==> src/hw/rtl/fwrl_pkg.sv <==
// ----------------------------------------------------------------------------
// Fixed-window rate limiter package
// Shared types, register indexes, request codes and reset constants.
// ----------------------------------------------------------------------------
package fwrl_pkg;

	localparam int METHOD_SLOTS_DEF = 64;
	localparam int CLIENT_SLOTS_DEF = 16;

	localparam int METHOD_SLOT_W = 6;
	localparam int CLIENT_SLOT_W = 4;
	localparam int REQ_TYPE_W = 3;
	localparam int COUNT_W = 16;
	localparam int TIME_W = 32;
	localparam int CFG_INDEX_W = 2;
	localparam int CFG_DATA_W = 32;

	localparam logic [COUNT_W-1:0] DEFAULT_MAX_RST = COUNT_W'(100);
	localparam logic [TIME_W-1:0] DEFAULT_WINDOW_RST = TIME_W'(60);
	localparam logic [COUNT_W-1:0] COUNT_SAT = '1;

	typedef enum logic [REQ_TYPE_W-1:0] {
		REQ_CHECK = 3'd0,
		REQ_RECORD = 3'd1,
		REQ_RESET_ENTRY = 3'd2,
		REQ_CLEAR_ALL = 3'd3,
		REQ_SET_METHOD = 3'd4,
		REQ_SET_CLIENT = 3'd5
	} req_code_t;

	typedef enum logic [CFG_INDEX_W-1:0] {
		CFG_ENABLED = 2'd0,
		CFG_DEFAULT_MAX = 2'd1,
		CFG_DEFAULT_WINDOW = 2'd2
	} cfg_index_t;

	typedef enum logic [2:0] {
		SW_IDLE = 3'b001,
		SW_ALL = 3'b010,
		SW_ENTRY = 3'b100
	} sweep_state_t;

	typedef struct packed {
		logic [REQ_TYPE_W-1:0] req_type;
		logic [METHOD_SLOT_W-1:0] method_slot;
		logic [CLIENT_SLOT_W-1:0] client_slot;
		logic [TIME_W-1:0] now_seconds;
		logic [COUNT_W-1:0] new_max;
		logic [TIME_W-1:0] new_window;
	} req_t;

	typedef struct packed {
		logic allowed;
		logic [COUNT_W-1:0] count_now;
		logic not_running;
	} rsp_t;

	typedef struct packed {
		logic enabled;
		logic [COUNT_W-1:0] default_max;
		logic [TIME_W-1:0] default_window;
	} cfg_t;

	typedef struct packed {
		logic used;
		logic [COUNT_W-1:0] count;
		logic [TIME_W-1:0] win_start;
	} entry_word_t;

	typedef struct packed {
		logic set;
		logic [COUNT_W-1:0] max_req;
		logic [TIME_W-1:0] win_len;
	} limit_word_t;

	typedef struct packed {
		logic entry_we;
		logic meth_we;
		logic cli_we;
		logic clear_start;
	} upd_ctl_t;

	typedef struct packed {
		logic busy;
		logic all;
	} sweep_t;

endpackage

==> src/hw/rtl/fwrl_sweep.sv <==
// ----------------------------------------------------------------------------
// Fixed-window rate limiter clearing sequencer
// Walks every entry address once after reset (also clearing the limit tables)
// and once for each clear-all request (entries only).
// ----------------------------------------------------------------------------
module fwrl_sweep #(
	parameter int DEPTH = 1024,
	parameter int AW = (DEPTH > 1) ? $clog2(DEPTH) : 1
) (
	input  logic clk,
	input  logic arst_n,
	input  logic start,
	output fwrl_pkg::sweep_t sweep,
	output logic [AW-1:0] addr
);

	fwrl_pkg::sweep_state_t state_q;
	logic [AW-1:0] addr_q;
	logic last;

	assign last = (addr_q == AW'(DEPTH - 1));

	always_ff @(posedge clk or negedge arst_n) begin
		if (!arst_n) begin
			state_q <= fwrl_pkg::SW_ALL;
			addr_q <= '0;
		end else begin
			unique case (state_q)
				fwrl_pkg::SW_IDLE: begin
					addr_q <= '0;
					if (start) begin
						state_q <= fwrl_pkg::SW_ENTRY;
					end
				end
				fwrl_pkg::SW_ALL, fwrl_pkg::SW_ENTRY: begin
					if (last) begin
						state_q <= fwrl_pkg::SW_IDLE;
						addr_q <= '0;
					end else begin
						addr_q <= addr_q + AW'(1);
					end
				end
				default: begin
					state_q <= fwrl_pkg::SW_IDLE;
				end
			endcase
		end
	end

	assign sweep.busy = (state_q != fwrl_pkg::SW_IDLE);
	assign sweep.all = (state_q == fwrl_pkg::SW_ALL);
	assign addr = addr_q;

endmodule

==> config.mk <==
export PLATFORM = sky130hd
export DESIGN_NAME = fwrl_sweep
export DESIGN_NICKNAME = d
export VERILOG_FILES = /design/src/hw/rtl/fwrl_pkg.sv /design/src/hw/rtl/fwrl_sweep.sv
export SDC_FILE = /design/constraint.sdc
export NUM_CORES = 1
export LEC_CHECK = 0
export ABC_CLOCK_PERIOD_IN_PS = 2530
export BUFFER_PORTS_ARGS = -buffer_cell sky130_fd_sc_hd__buf_4
export CAP_MARGIN = 15
export CORE_MARGIN = 10
export CORE_UTILIZATION = 50
export CTS_CLUSTER_SIZE = 14
export DETAILED_ROUTE_END_ITERATION = 10
export PLACE_DENSITY = 0.77
export SLEW_MARGIN = 20
export SYNTH_ARGS = -nofsm -noshare
export SYNTH_HDL_FRONTEND = slang
export SYNTH_SLANG_ARGS = --single-unit
==> constraint.sdc <==
create_clock -name clk -period 2.53 [get_ports clk]
set_input_delay 0.506 -clock clk [delete_from_list [all_inputs] [get_ports clk]]
set_output_delay 0.506 -clock clk [all_outputs]
set_load 0.005 [all_outputs]
==> results.cfg <==
[setup_path]
worstSetupStartpointType = flip-flop
cp_max_fo = 11
critPathRequiredTime_ns = 2.02
cp-end-kind = output pin
r2r_start = state_q[0]$_DFFE_PN0P_
reg2reg_to = addr[9]$_DFFE_PN0P_
ff2ff_path_depth = 4
rrSetupSlack_ns = 0.80
arrival_ns = 1.51
worstSetupPathType = flip-flop to output pin

[sta]
max_slew_margin = 0.705
timing.final.crit_period_ns = 2.01
worst_slew_pin_slew_ns = 0.442
rsz0062_at_grt = false
period_share = 0.796
finClkSkew_ns = 0.00980
setup_ws_ns = 0.516
drv_slew = 0
finalHoldViolations = 0
tns_ns = 0
fmax_mhz = 497
setup_viol = 0

[layout]
drive_above_1_share = 0.284
area_delta_synth_final_pct = 14.5
multi_input_area_um2 = 370
regArea_um2 = 327
layout_common_cells = buf_4 (14), dfrtp_1 (12), nand2_1 (6), o21ai_0 (6), a21oi_1 (6)
num-fill-cells = 131
mostFrequentLayoutCell = buf_4
diodes = 0
nNetsFinal = 93

[global_route]
grt_max_degree = 14
grt_pass1_vias = 554
grt_overflow_total = 0
antenna_found_initial = 0
grtUsageTotal = 0.0919
grt_pass1_wl_mm = 2.51

[placed_design]
place_hpwl_mm = 1.20
globalplace.congestion = 0.773
port_buffers = 14
place_ws_ns = 0.820

[logic_synthesis]
syn_avg_cell_area_um2 = 9.88
synth-main-ff-cell = dfrtp_1
syn_nets = 80
ys_ff_latch = 13
syn_area_um2 = 751
async_flop_share = 1.00
ys.warnings.count = 0
synth_edf_count = 0
yosys.cell_types.count = 38
syn_inst = 76
ys_seq_area_frac = 0.435

[clock_network]
cts_resized = 0
clk_latency_ns = 0.28
htree_levels = 1
cts_setup_buffers = 0
cts-buffers-inserted = 3
path_clk_slew_ns = 0.09
cts_sinks = 13
cts_hold_buffers = 0
cts_tree = yes
cts_buffer_depth = 2
cts_root_buf = clkbuf_4

[drt]
totalWireLength_mm = 1.53
antenna_left = 0
drcViolationCount = 0
first_iter_violations = 4
route.vias.total = 599
wl_per_cell_um = 14.9
viasPerCell = 5.82
drtPass1Iterations = 4

[floorplanning]
dieHeight_um = 58.8
design.core.area_um2 = 1350
die_area_um2 = 3450
num_io_pins = 15
rows = 13
initial_core_util = 0.556
die_x_um = 58.8

[run_status]
status = completed

[power_and_ir_drop]
p_total_w = 0.000626
ir_worst_vdd_v = 0.000549
p_leak_nw = 0.374
powerDensity_nw_per_um2 = 728

[worst_hold_path]
min_path_type = input pin to async pin

[flow_run]
maxCapViolations = 0
## worst max-delay path by stage
stage          slack [ns]  cells past startpoint              startpoint             endpoint
2_1_floorplan        0.93                      6     addr[0]$_DFFE_PN0P_  addr[7]$_DFFE_PN0P_
3_3_place_gp         0.81                      4  state_q[1]$_DFFE_PN1P_  addr[9]$_DFFE_PN0P_
3_5_place_dp         0.82                      4  state_q[0]$_DFFE_PN0P_  addr[9]$_DFFE_PN0P_
4_1_cts              0.51                      3  state_q[0]$_DFFE_PN0P_             sweep[1]
5_1_grt              0.41                      3  state_q[0]$_DFFE_PN0P_             sweep[1]
6_report             0.52                      3  state_q[0]$_DFFE_PN0P_             sweep[1]
## critical path, cell delays in order (launching register included)
cell and delay, ns:
dfrtp_1 0.62, nor3b_1 0.39, inv_1 0.08, buf_4 0.14
## cell type report
class | count | share of cell area
Sequential cell | 13 | 0.380
Inverter | 3 | 0.0131
Clock inverter | 1 | 0.00582
Multi-Input combinational cell | 54 | 0.431
Clock buffer | 3 | 0.0262
Timing Repair Buffer | 14 | 0.122
Tap cell | 15 | 0.0218
## synthesized netlist by cell type (all sizes together) (2+ instances only)
library cell | instances | area (um^2)
and4 | 2 | 17.5
dfrtp | 12 | 300
nand2 | 6 | 22.5
a21oi | 6 | 30.0
a31oi | 2 | 12.5
xor2 | 2 | 25.0
buf | 5 | 38.8
nor2 | 2 | 7.51
and2 | 2 | 12.5
o21ai | 8 | 55.1
inv | 3 | 11.3
nor3b | 2 | 15.0
nand3b | 2 | 15.0
nand3 | 4 | 25.0
## per-layer routing
layer / track usage / routed length [um]
met1: 0.110 / 726
met2: 0.132 / 685
met3: 0.0429 / 89
met4: 0.0492 / 29
met5: 0 / 0
## power breakdown
| group | internal [W] | switching (W) |
|---|---|---|
| clock | 0.0000587 | 0.0000717 |
| combinational | 0.0000943 | 0.000115 |
| sequential | 0.000229 | 0.0000575 |
| total | 0.000382 | 0.000244 |
## cell families (layout without fill, tap and decap cells)
group           Yosys count  in the layout  share of synthesized area
fa+ha+maj                 1              1                     0.0167
compound gates           23             23                      0.213
xor+xnor                  3              3                     0.0450
flops                    13             13                      0.435
mux                       1              1                     0.0150
buf+inv                   9             21                     0.0717
simple gates             26             26                      0.203
## registers in the layout, indices dropped and copies added, names as in the netlist
| register | cells |
|---|---|
| addr | 10 |
| state_q | 3 |
## stage by stage
stage / hold WS, ns / cell area [um^2] / utilization / instances
after floorplan: 0.210 / 751 / - / 76
after global placement: 0.358 / 832 / 0.616 / 99
after detailed placement: 0.359 / 832 / 0.616 / 99
after CTS: 0.0504 / 860 / 0.637 / 103
after global routing: 0.0372 / 860 / 0.637 / 103
final: 0.0434 / 860 / 0.637 / 103
Power figures use the tool's default switching activity.
