<file path="src/hw/rtl/fwrl_pkg.sv">
// ----------------------------------------------------------------------------
// Fixed-window rate limiter package
// Shared types, register indexes, request codes and reset constants.
// ----------------------------------------------------------------------------
package fwrl_pkg;

	localparam int METHOD_SLOTS_DEF = 64;
	localparam int CLIENT_SLOTS_DEF = 16;

	localparam int METHOD_SLOT_W = 6;
	localparam int CLIENT_SLOT_W = 4;
	localparam int REQ_TYPE_W = 3;
	localparam int COUNT_W = 16;
	localparam int TIME_W = 32;
	localparam int CFG_INDEX_W = 2;
	localparam int CFG_DATA_W = 32;

	localparam logic [COUNT_W-1:0] DEFAULT_MAX_RST = COUNT_W'(100);
	localparam logic [TIME_W-1:0] DEFAULT_WINDOW_RST = TIME_W'(60);
	localparam logic [COUNT_W-1:0] COUNT_SAT = '1;

	typedef enum logic [REQ_TYPE_W-1:0] {
		REQ_CHECK = 3'd0,
		REQ_RECORD = 3'd1,
		REQ_RESET_ENTRY = 3'd2,
		REQ_CLEAR_ALL = 3'd3,
		REQ_SET_METHOD = 3'd4,
		REQ_SET_CLIENT = 3'd5
	} req_code_t;

	typedef enum logic [CFG_INDEX_W-1:0] {
		CFG_ENABLED = 2'd0,
		CFG_DEFAULT_MAX = 2'd1,
		CFG_DEFAULT_WINDOW = 2'd2
	} cfg_index_t;

	typedef enum logic [2:0] {
		SW_IDLE = 3'b001,
		SW_ALL = 3'b010,
		SW_ENTRY = 3'b100
	} sweep_state_t;

	typedef struct packed {
		logic [REQ_TYPE_W-1:0] req_type;
		logic [METHOD_SLOT_W-1:0] method_slot;
		logic [CLIENT_SLOT_W-1:0] client_slot;
		logic [TIME_W-1:0] now_seconds;
		logic [COUNT_W-1:0] new_max;
		logic [TIME_W-1:0] new_window;
	} req_t;

	typedef struct packed {
		logic allowed;
		logic [COUNT_W-1:0] count_now;
		logic not_running;
	} rsp_t;

	typedef struct packed {
		logic enabled;
		logic [COUNT_W-1:0] default_max;
		logic [TIME_W-1:0] default_window;
	} cfg_t;

	typedef struct packed {
		logic used;
		logic [COUNT_W-1:0] count;
		logic [TIME_W-1:0] win_start;
	} entry_word_t;

	typedef struct packed {
		logic set;
		logic [COUNT_W-1:0] max_req;
		logic [TIME_W-1:0] win_len;
	} limit_word_t;

	typedef struct packed {
		logic entry_we;
		logic meth_we;
		logic cli_we;
		logic clear_start;
	} upd_ctl_t;

	typedef struct packed {
		logic busy;
		logic all;
	} sweep_t;

endpackage

</file>
<file path="src/hw/rtl/fwrl_update.sv">
// ----------------------------------------------------------------------------
// Fixed-window rate limiter update logic
// Chooses the limit, restarts stale windows, updates the count and builds
// the response and the write-back words for one request.
// ----------------------------------------------------------------------------
module fwrl_update (
	input  fwrl_pkg::req_t req,
	input  fwrl_pkg::cfg_t cfg,
	input  fwrl_pkg::entry_word_t entry,
	input  fwrl_pkg::limit_word_t meth,
	input  fwrl_pkg::limit_word_t cli,
	output fwrl_pkg::upd_ctl_t ctl,
	output fwrl_pkg::entry_word_t entry_wdata,
	output fwrl_pkg::limit_word_t limit_wdata,
	output fwrl_pkg::rsp_t rsp
);

	logic [fwrl_pkg::COUNT_W-1:0] lim_max;
	logic [fwrl_pkg::TIME_W-1:0] lim_win;
	logic [fwrl_pkg::TIME_W-1:0] age;
	logic stale;
	logic [fwrl_pkg::COUNT_W-1:0] base;
	logic [fwrl_pkg::COUNT_W-1:0] next_count;

	always_comb begin
		priority if (meth.set) begin
			lim_max = meth.max_req;
			lim_win = meth.win_len;
		end else if (cli.set) begin
			lim_max = cli.max_req;
			lim_win = cli.win_len;
		end else begin
			lim_max = cfg.default_max;
			lim_win = cfg.default_window;
		end
	end

	assign age = req.now_seconds - entry.win_start;
	assign stale = !entry.used || (age > lim_win);
	assign base = stale ? '0 : entry.count;

	always_comb begin
		next_count = base;
		if ((req.req_type == fwrl_pkg::REQ_RECORD) && (base != fwrl_pkg::COUNT_SAT)) begin
			next_count = base + fwrl_pkg::COUNT_W'(1);
		end
	end

	assign limit_wdata.set = 1'b1;
	assign limit_wdata.max_req = req.new_max;
	assign limit_wdata.win_len = req.new_window;

	always_comb begin
		ctl = '0;
		rsp = '0;
		entry_wdata = '0;
		if (!cfg.enabled) begin
			rsp.not_running = 1'b1;
		end else begin
			unique case (req.req_type)
				fwrl_pkg::REQ_CHECK, fwrl_pkg::REQ_RECORD: begin
					ctl.entry_we = 1'b1;
					entry_wdata.used = 1'b1;
					entry_wdata.count = next_count;
					entry_wdata.win_start = stale ? req.now_seconds : entry.win_start;
					rsp.allowed = (base < lim_max);
					rsp.count_now = next_count;
				end
				fwrl_pkg::REQ_RESET_ENTRY: begin
					ctl.entry_we = 1'b1;
				end
				fwrl_pkg::REQ_CLEAR_ALL: begin
					ctl.clear_start = 1'b1;
				end
				fwrl_pkg::REQ_SET_METHOD: begin
					ctl.meth_we = 1'b1;
				end
				fwrl_pkg::REQ_SET_CLIENT: begin
					ctl.cli_we = 1'b1;
				end
				default: begin
				end
			endcase
		end
	end

endmodule

</file>
<file path="config.mk">
export PLATFORM = sky130hd
export DESIGN_NAME = fwrl_update
export DESIGN_NICKNAME = d
export VERILOG_FILES = /design/src/hw/rtl/fwrl_pkg.sv /design/src/hw/rtl/fwrl_update.sv
export SDC_FILE = /design/constraint.sdc
export NUM_CORES = 1
export LEC_CHECK = 0
export BUFFER_PORTS_ARGS = -buffer_cell sky130_fd_sc_hd__buf_2
export CAP_MARGIN = 30
export CORE_AREA = 4 4 158 160
export DETAILED_ROUTE_END_ITERATION = 10
export DIE_AREA = 0 0 162 164
export GPL_TIMING_DRIVEN = 0
export PLACE_DENSITY = 0.51
export SETUP_SLACK_MARGIN = 0.05
export SYNTH_ARGS = -nofsm -noshare
export SYNTH_HDL_FRONTEND = slang
export SYNTH_SLANG_ARGS = --single-unit
export TNS_END_PERCENT = 5
</file>
<file path="constraint.sdc">
create_clock -name vclk -period 8.4
set_input_delay 0.84 -clock vclk [all_inputs]
set_output_delay 0.84 -clock vclk [all_outputs]
set_load 0.02 [all_outputs]
</file>
==> results of run 1 <==
cells in the final DEF, fill, tap and decap left out, types with 25 or more instances in the layout:
master,instances
a21o_1,25
buf_2,350
clkbuf_1,27
nor2_1,79
buf_4,68
inv_1,47
ha_1,79
mux2i_1,50
nand2_1,97
a21oi_1,125
power groups by stage:
| stage | Clock, uW | Sequential, uW | Combinational, uW |
|---|---|---|---|
| finish | 0.0000319 | 0 | 561 |
| CTS | 0 | 0 | 563 |
| global placement | 0 | 0 | 551 |
| floorplan | 0 | 0 | 367 |
| global route | 0.0000159 | 0 | 633 |
| detailed placement | 0 | 0 | 556 |
repair_timing:
item | 4_1_cts | 5_1_grt
resized for setup | 8 | 10
endpoints found under the setup margin | 31 | 30
setup buffers | 2 | 1
endpoints found under the hold margin | 0 | 0
pin swaps | 3 | 3
stage by stage:
stage,cells,utilization
after CTS,1501,0.322
after global placement,1498,0.320
after global routing,1503,0.325
after detailed placement,1499,0.320
final,1504,0.325
after floorplan,832,-
layer usage:
layer / wire length [um] / GRT usage
met1: 10300 / 0.209
met2: 12700 / 0.326
met3: 1720 / 0.0236
met4: 329 / 0.0219
met5: 34 / 0
cell families after synthesis:
group	share of synthesized area
simple gates	0.247
buf+inv	0.154
compound gates	0.274
xor+xnor	0.0426
fa+ha+maj	0.189
other cells	0.000701
mux	0.0936
synth_stat cells, drive strengths merged, types with 3 or more instances:
cell | count | area (um2)
nand2b | 9 | 56.3
nand4 | 16 | 100
or2 | 5 | 31.3
clkbuf | 28 | 105
o211ai | 10 | 75.1
or4 | 5 | 37.5
nand2 | 97 | 364
nor2 | 80 | 300
a2111o | 3 | 33.8
inv | 47 | 176
a21oi | 128 | 644
buf | 77 | 544
nor3 | 20 | 105
a211oi | 5 | 37.5
xnor2 | 23 | 201
a21o | 25 | 188
nor2b | 4 | 25.0
o31ai | 3 | 22.5
a211o | 3 | 26.3
a31oi | 4 | 25.0
xor2 | 3 | 26.3
o21ai | 20 | 100
nor4 | 3 | 18.8
ha | 79 | 988
or3 | 4 | 25.0
nand3 | 16 | 80.1
and3 | 4 | 25.0
o2111ai | 4 | 35.0
o21bai | 5 | 37.5
and2 | 17 | 106
mux2i | 50 | 500
o21a | 8 | 60.1
how the worst max path moves through the flow:
stage                     cells past startpoint      to
final                                        28  rsp[8]
after floorplan                              27  rsp[1]
after detailed placement                     30  rsp[1]
after global placement                       30  rsp[1]
after global routing                         28  rsp[8]
after CTS                                    27  rsp[8]
cell type report:
cell class         instances  area [um2]
fillers                 2684       15800
repair buffers           351        1770
plain buffers            105         653
multi-input cells        680        4590
inverters                 47         176
well taps                319         399
diodes                     2        5.00
worst max-delay path, cell delays in order:
cell,delay (ns)
buf_2,0.11
inv_1,0.05
ha_1,0.15
inv_1,0.05
fa_1,0.41
a211o_1,0.34
a21oi_2,0.21
o2bb2ai_1,0.19
a41o_1,0.33
a41oi_2,0.28
a21oi_1,0.17
a211o_1,0.29
ha_1,0.29
nand4_1,0.22
nor4_4,0.39
nand4_1,0.21
nand2_1,0.13
a31oi_2,0.09
nor2_2,0.19
clkbuf_4,0.23
and2_1,0.17
ha_1,0.25
nand2_1,0.14
o311ai_1,0.57
o211ai_1,0.15
a21oi_1,0.31
buf_4,0.17
buf_2,0.15
==> results.tsv, run 1 <==
stage	metric	value	unit
floorplan	row count	56	
pwr	Power, Total	561	uW
cells_and_area	Finished Cell Area	7600	um2
cells_and_area	FF+latch area	0	um2
global_routing	GRT Util Overall	0.171	
cells_and_area	synth-to-layout area growth	42.1	%
critical_path	crit path kind	input pin to primary output	
synth	post-synthesis cell area	5350	um2
sta	setup ws final	0.483	ns
min_path	WHS Endpoint	limit_wdata[43]	
sta	RSZ-0062 raised after global routing	true	
synth	Synth Instances	832	
pwr	switching part of the total	0.569	
drt	1st-pass router iterations	5	
sta	Final period util	0.943	
flow_run	Max-Cap Viols	0	
floorplan	die width	162	um
pwr	worst vdd ir	0.0237	mV
sta	Worst Tran Pin Value	0.948	ns
sta	relative slew slack	0.368	
drt	Detailed Route WL	25100	um
global_routing	first-pass GRT wire length	36400	um
cells_and_area	FF+latch count	0	
pwr	combinational share of power	1.000	
floorplan	Core Region	23400	um2
placed_design	DP HPWL	22000	um
sta	final count of pins violating max slew	0	
placed_design	DP Worst Slack	-1.01	ns
pwr	Power Density	73.8	nW/um2
sta	final hold violations	0	
floorplan	Die Height	164	um
placed_design	IO Port Bufs	347	
drt	Final ANT Viol Nets	0	
drt	Via-to-Cell Ratio	4.68	
cells_and_area	clock buffers	0	
placed_design	DP Area	7500	um2
cells_and_area	Post-layout nets	1554	
clock_network	hold_buf cts	0	
synth	Avg Inst Size Synth	6.43	um2
pwr	part of the power in registers	0	
global_routing	largest net degree at the start of global routing	11	
pwr	Internal	241	uW
global_routing	vias in the first global route	6857	
drt	residual DRC count	0	
cells_and_area	ratio of cells with drive above 1 in the final layout	0.371	
pwr	Clk pwr share	0	
global_routing	initial antenna violation count	4	
critical_path	Critical Path Fanout Max	10	
sta	sum of negative setup slack	0	ns
synth	Yosys cell types	60	
sta	hold_ws	1.90	ns
pwr	Psw	319	uW
sta	post-layout min period	7.92	ns
critical_path	Worst Path Required	7.56	ns
critical_path	Crit. Startpoint	req[48]	
sta	Max Clock Freq	0.126	GHz
floorplan	Ports	409	
synth	register area share after synthesis	0	
floorplan	initial core utilization	0.229	
drt	routed len/inst	16.7	um
min_path	Cells on Worst Hold Path	2	
critical_path	Worst Path Arrival	7.08	ns
sta	# setup viols final	0	
drt	initial DRC count	254	
global_routing	grt total ovfl	0	
min_path	worst hold path startpoint	req[43]	
floorplan	Die ar.	26600	um2
synth	Syn Nets	1201	
status	status	complete, no violations	
critical_path	Critical Path Source Type	input pin	
pwr	Leak	0.00420	uW
synth	Yosys Warn Count	0	
min_path	Hold/Removal Path Class	input pin to primary output	
drt	total via count in the routed design	7041	
critical_path	critical path endpoint category	primary output	
placed_design	RD Place Congestion	0.873	
Note: power is estimated with default switching activity, not from simulation.
==> run 2: changes to the inputs <==
--- a/config.mk
+++ b/config.mk
@@ -7,11 +7,11 @@
 export LEC_CHECK = 0
 export BUFFER_PORTS_ARGS = -buffer_cell sky130_fd_sc_hd__buf_2
 export CAP_MARGIN = 30
-export CORE_AREA = 4 4 158 160
+export CORE_AREA = 4 4 155 157
 export DETAILED_ROUTE_END_ITERATION = 10
-export DIE_AREA = 0 0 162 164
+export DIE_AREA = 0 0 159 161
 export GPL_TIMING_DRIVEN = 0
-export PLACE_DENSITY = 0.51
+export PLACE_DENSITY = 0.52
 export SETUP_SLACK_MARGIN = 0.05
 export SYNTH_ARGS = -nofsm -noshare
 export SYNTH_HDL_FRONTEND = slang
==> run 2 against run 1 <==
  * Utilization rose by 1.3 points
  * Flip-flop and latch count did not move
  * Maximum frequency shrank 0.71%
  * Routed wire length down 0.14%
  * Largest cell class unchanged
==> results.tsv, run 2 (same netlist as run 1, synthesis figures left out) <==
stage	metric	value	unit	change
status	status	complete, no violations		
pwr	Power Density	74.0	nW/um2	+0.35%
cells_and_area	most common cell after layout, fill and taps aside	buf_2		
cells_and_area	Final Util	0.338		+0.0134
critical_path	crit path kind	input pin to primary output		
drt	routed len/inst	17.0	um	+2.0%
global_routing	initial antenna violation count	2		-2
drt	1st-pass router iterations	5		unchanged
pwr	Power, Total	564	uW	+0.48%
sta	Max Clock Freq	0.125	GHz	-0.71%
sta	Worst Tran Pin Value	0.971	ns	+0.0234 ns
pwr	switching part of the total	0.565		-0.00456
sta	Final period util	0.949		+0.00671
floorplan	Die ar.	25600	um2	-3.6%
critical_path	Critical Path Fanout Max	10		unchanged
floorplan	die width	159	um	-1.9%
sta	final count of pins violating max slew	0		unchanged
cells_and_area	most frequent cells in the layout	buf_2 (350), a21oi_1 (125), nand2_1 (97), nor2_1 (79), ha_1 (79)		
drt	initial DRC count	313		+23%
critical_path	Critical Path Source Type	input pin		
placed_design	DP HPWL	22000	um	-0.23%
global_routing	vias in the first global route	6965		+1.6%
critical_path	critical path endpoint category	primary output		
pwr	worst vdd ir	0.0213	mV	-9.9%
pwr	Leak	0.00424	uW	+0.90%
critical_path	max incr delay on CP	0.48	ns	-0.09 ns
pwr	Internal	245	uW	+1.5%
cells_and_area	synth-to-layout area growth	42.3	%	
drt	residual DRC count	0		unchanged
critical_path	Worst Path Arrival	7.13	ns	+0.05 ns
cells_and_area	area of the multi-input gates	4620	um2	+0.54%
global_routing	grt total ovfl	0		unchanged
floorplan	row count	55		-1.8%
sta	relative slew slack	0.352		-0.0156
global_routing	GRT Util Overall	0.177		+0.00619
sta	# setup viols final	0		unchanged
floorplan	Die Height	161	um	-1.8%
drt	Detailed Route WL	25000	um	-0.14%
min_path	Hold/Removal Path Class	input pin to primary output		
global_routing	largest net degree at the start of global routing	11		unchanged
critical_path	CP dominant cell by count	nand2_1		
cells_and_area	FF+latch count	0		unchanged
cells_and_area	FILL cells	2552		-4.9%
cells_and_area	clock buffers	0		unchanged
sta	post-layout min period	7.97	ns	+0.0564 ns
pwr	Psw	318	uW	-0.32%
placed_design	RD Place Congestion	0.876		+0.25%
cells_and_area	ratio of cells with drive above 1 in the final layout	0.374		+0.00296
drt	Via-to-Cell Ratio	4.84		+3.3%
drt	total via count in the routed design	7125		+1.2%
sta	RSZ-0062 raised after global routing	true		
drt	Final ANT Viol Nets	0		unchanged
floorplan	Ports	409		unchanged
floorplan	Core Region	22500	um2	-3.8%
pwr	part of the power in registers	0		unchanged
cells_and_area	FF+latch area	0	um2	unchanged
sta	final hold violations	0		unchanged
placed_design	IO Port Bufs	347		unchanged
critical_path	Critical-path top delay cell	or4b_1		
floorplan	initial core utilization	0.238		+0.00914
pwr	combinational share of power	1.000		about the same
pwr	Clk pwr share	0		unchanged
critical_path	Worst Path Required	7.56	ns	about the same
global_routing	first-pass GRT wire length	37200	um	+2.3%
cells_and_area	Post-layout nets	1558		+0.26%
flow_run	Max-Cap Viols	0		unchanged
## run 2: changes by cell type in the layout (fill, tap and decap cells not counted), sizes merged
cell,previous run,this run
diode,2,1
buf,428,432
## run 2: worst max-delay path: cells and delay by family
kind / cells / cell delay [ns]
buffers and inverters: 8 / 0.96
adders and majority gates: 4 / 1.13
AOI/OAI and AO/OA: 8 / 2.13
and+or+nand+nor: 11 / 2.07
## run 2: power groups by stage
stage / clock network, uW / registers, uW / logic (uW)
floorplan: 0 / 0 / 367
global placement: 0 / 0 / 549
detailed placement: 0 / 0 / 553
CTS: 0 / 0 / 561
global route: 0.0000160 / 0 / 635
finish: 0.0000159 / 0 / 564
## run 2: worst paths after layout
kind,to,depth (start not counted),from
max,rsp[5],31,req[48]
min,limit_wdata[17],2,req[17]
## run 2: per-layer routing
| metal | global-route usage | wire length [um] | vias to the layer above |
|---|---|---|---|
| met1 | 0.223 | 10300 | 3182 |
| met2 | 0.331 | 12700 | 303 |
| met3 | 0.0253 | 1720 | 16 |
| met5 | 0 | 13 | - |
| met4 | 0.0189 | 318 | 2 |
| li1 | - | - | 3622 |
## run 2: stage by stage
stage / std cells / cell area, um2 / TNS [ns] / hold slack [ns] / setup WS [ns]
2_1_floorplan: 832 / 5350 / 0 / 1.76 / 0.978
3_3_place_gp: 1464 / 7440 / -22.01 / 1.90 / -1.11
3_5_place_dp: 1465 / 7460 / -20.42 / 1.90 / -1.05
4_1_cts: 1468 / 7520 / 0 / 1.90 / 0.0581
5_1_grt: 1473 / 7610 / 0 / 1.90 / 0.00524
6_report: 1473 / 7610 / 0 / 1.90 / 0.426
## run 2: cell type report
type                       count  area share
antenna                        1    0.000329
tap                          285      0.0469
timing repair buffer         355       0.237
buffer                       105      0.0858
multi-input combinational    680       0.607
inverter                      47      0.0232
## run 2: timing repair
action                     CTS  global route
hold buffers                 0             0
pin swaps                    3             4
gates resized for setup     10            11
setup buffers                3             4
setup endpoints to repair   31            27
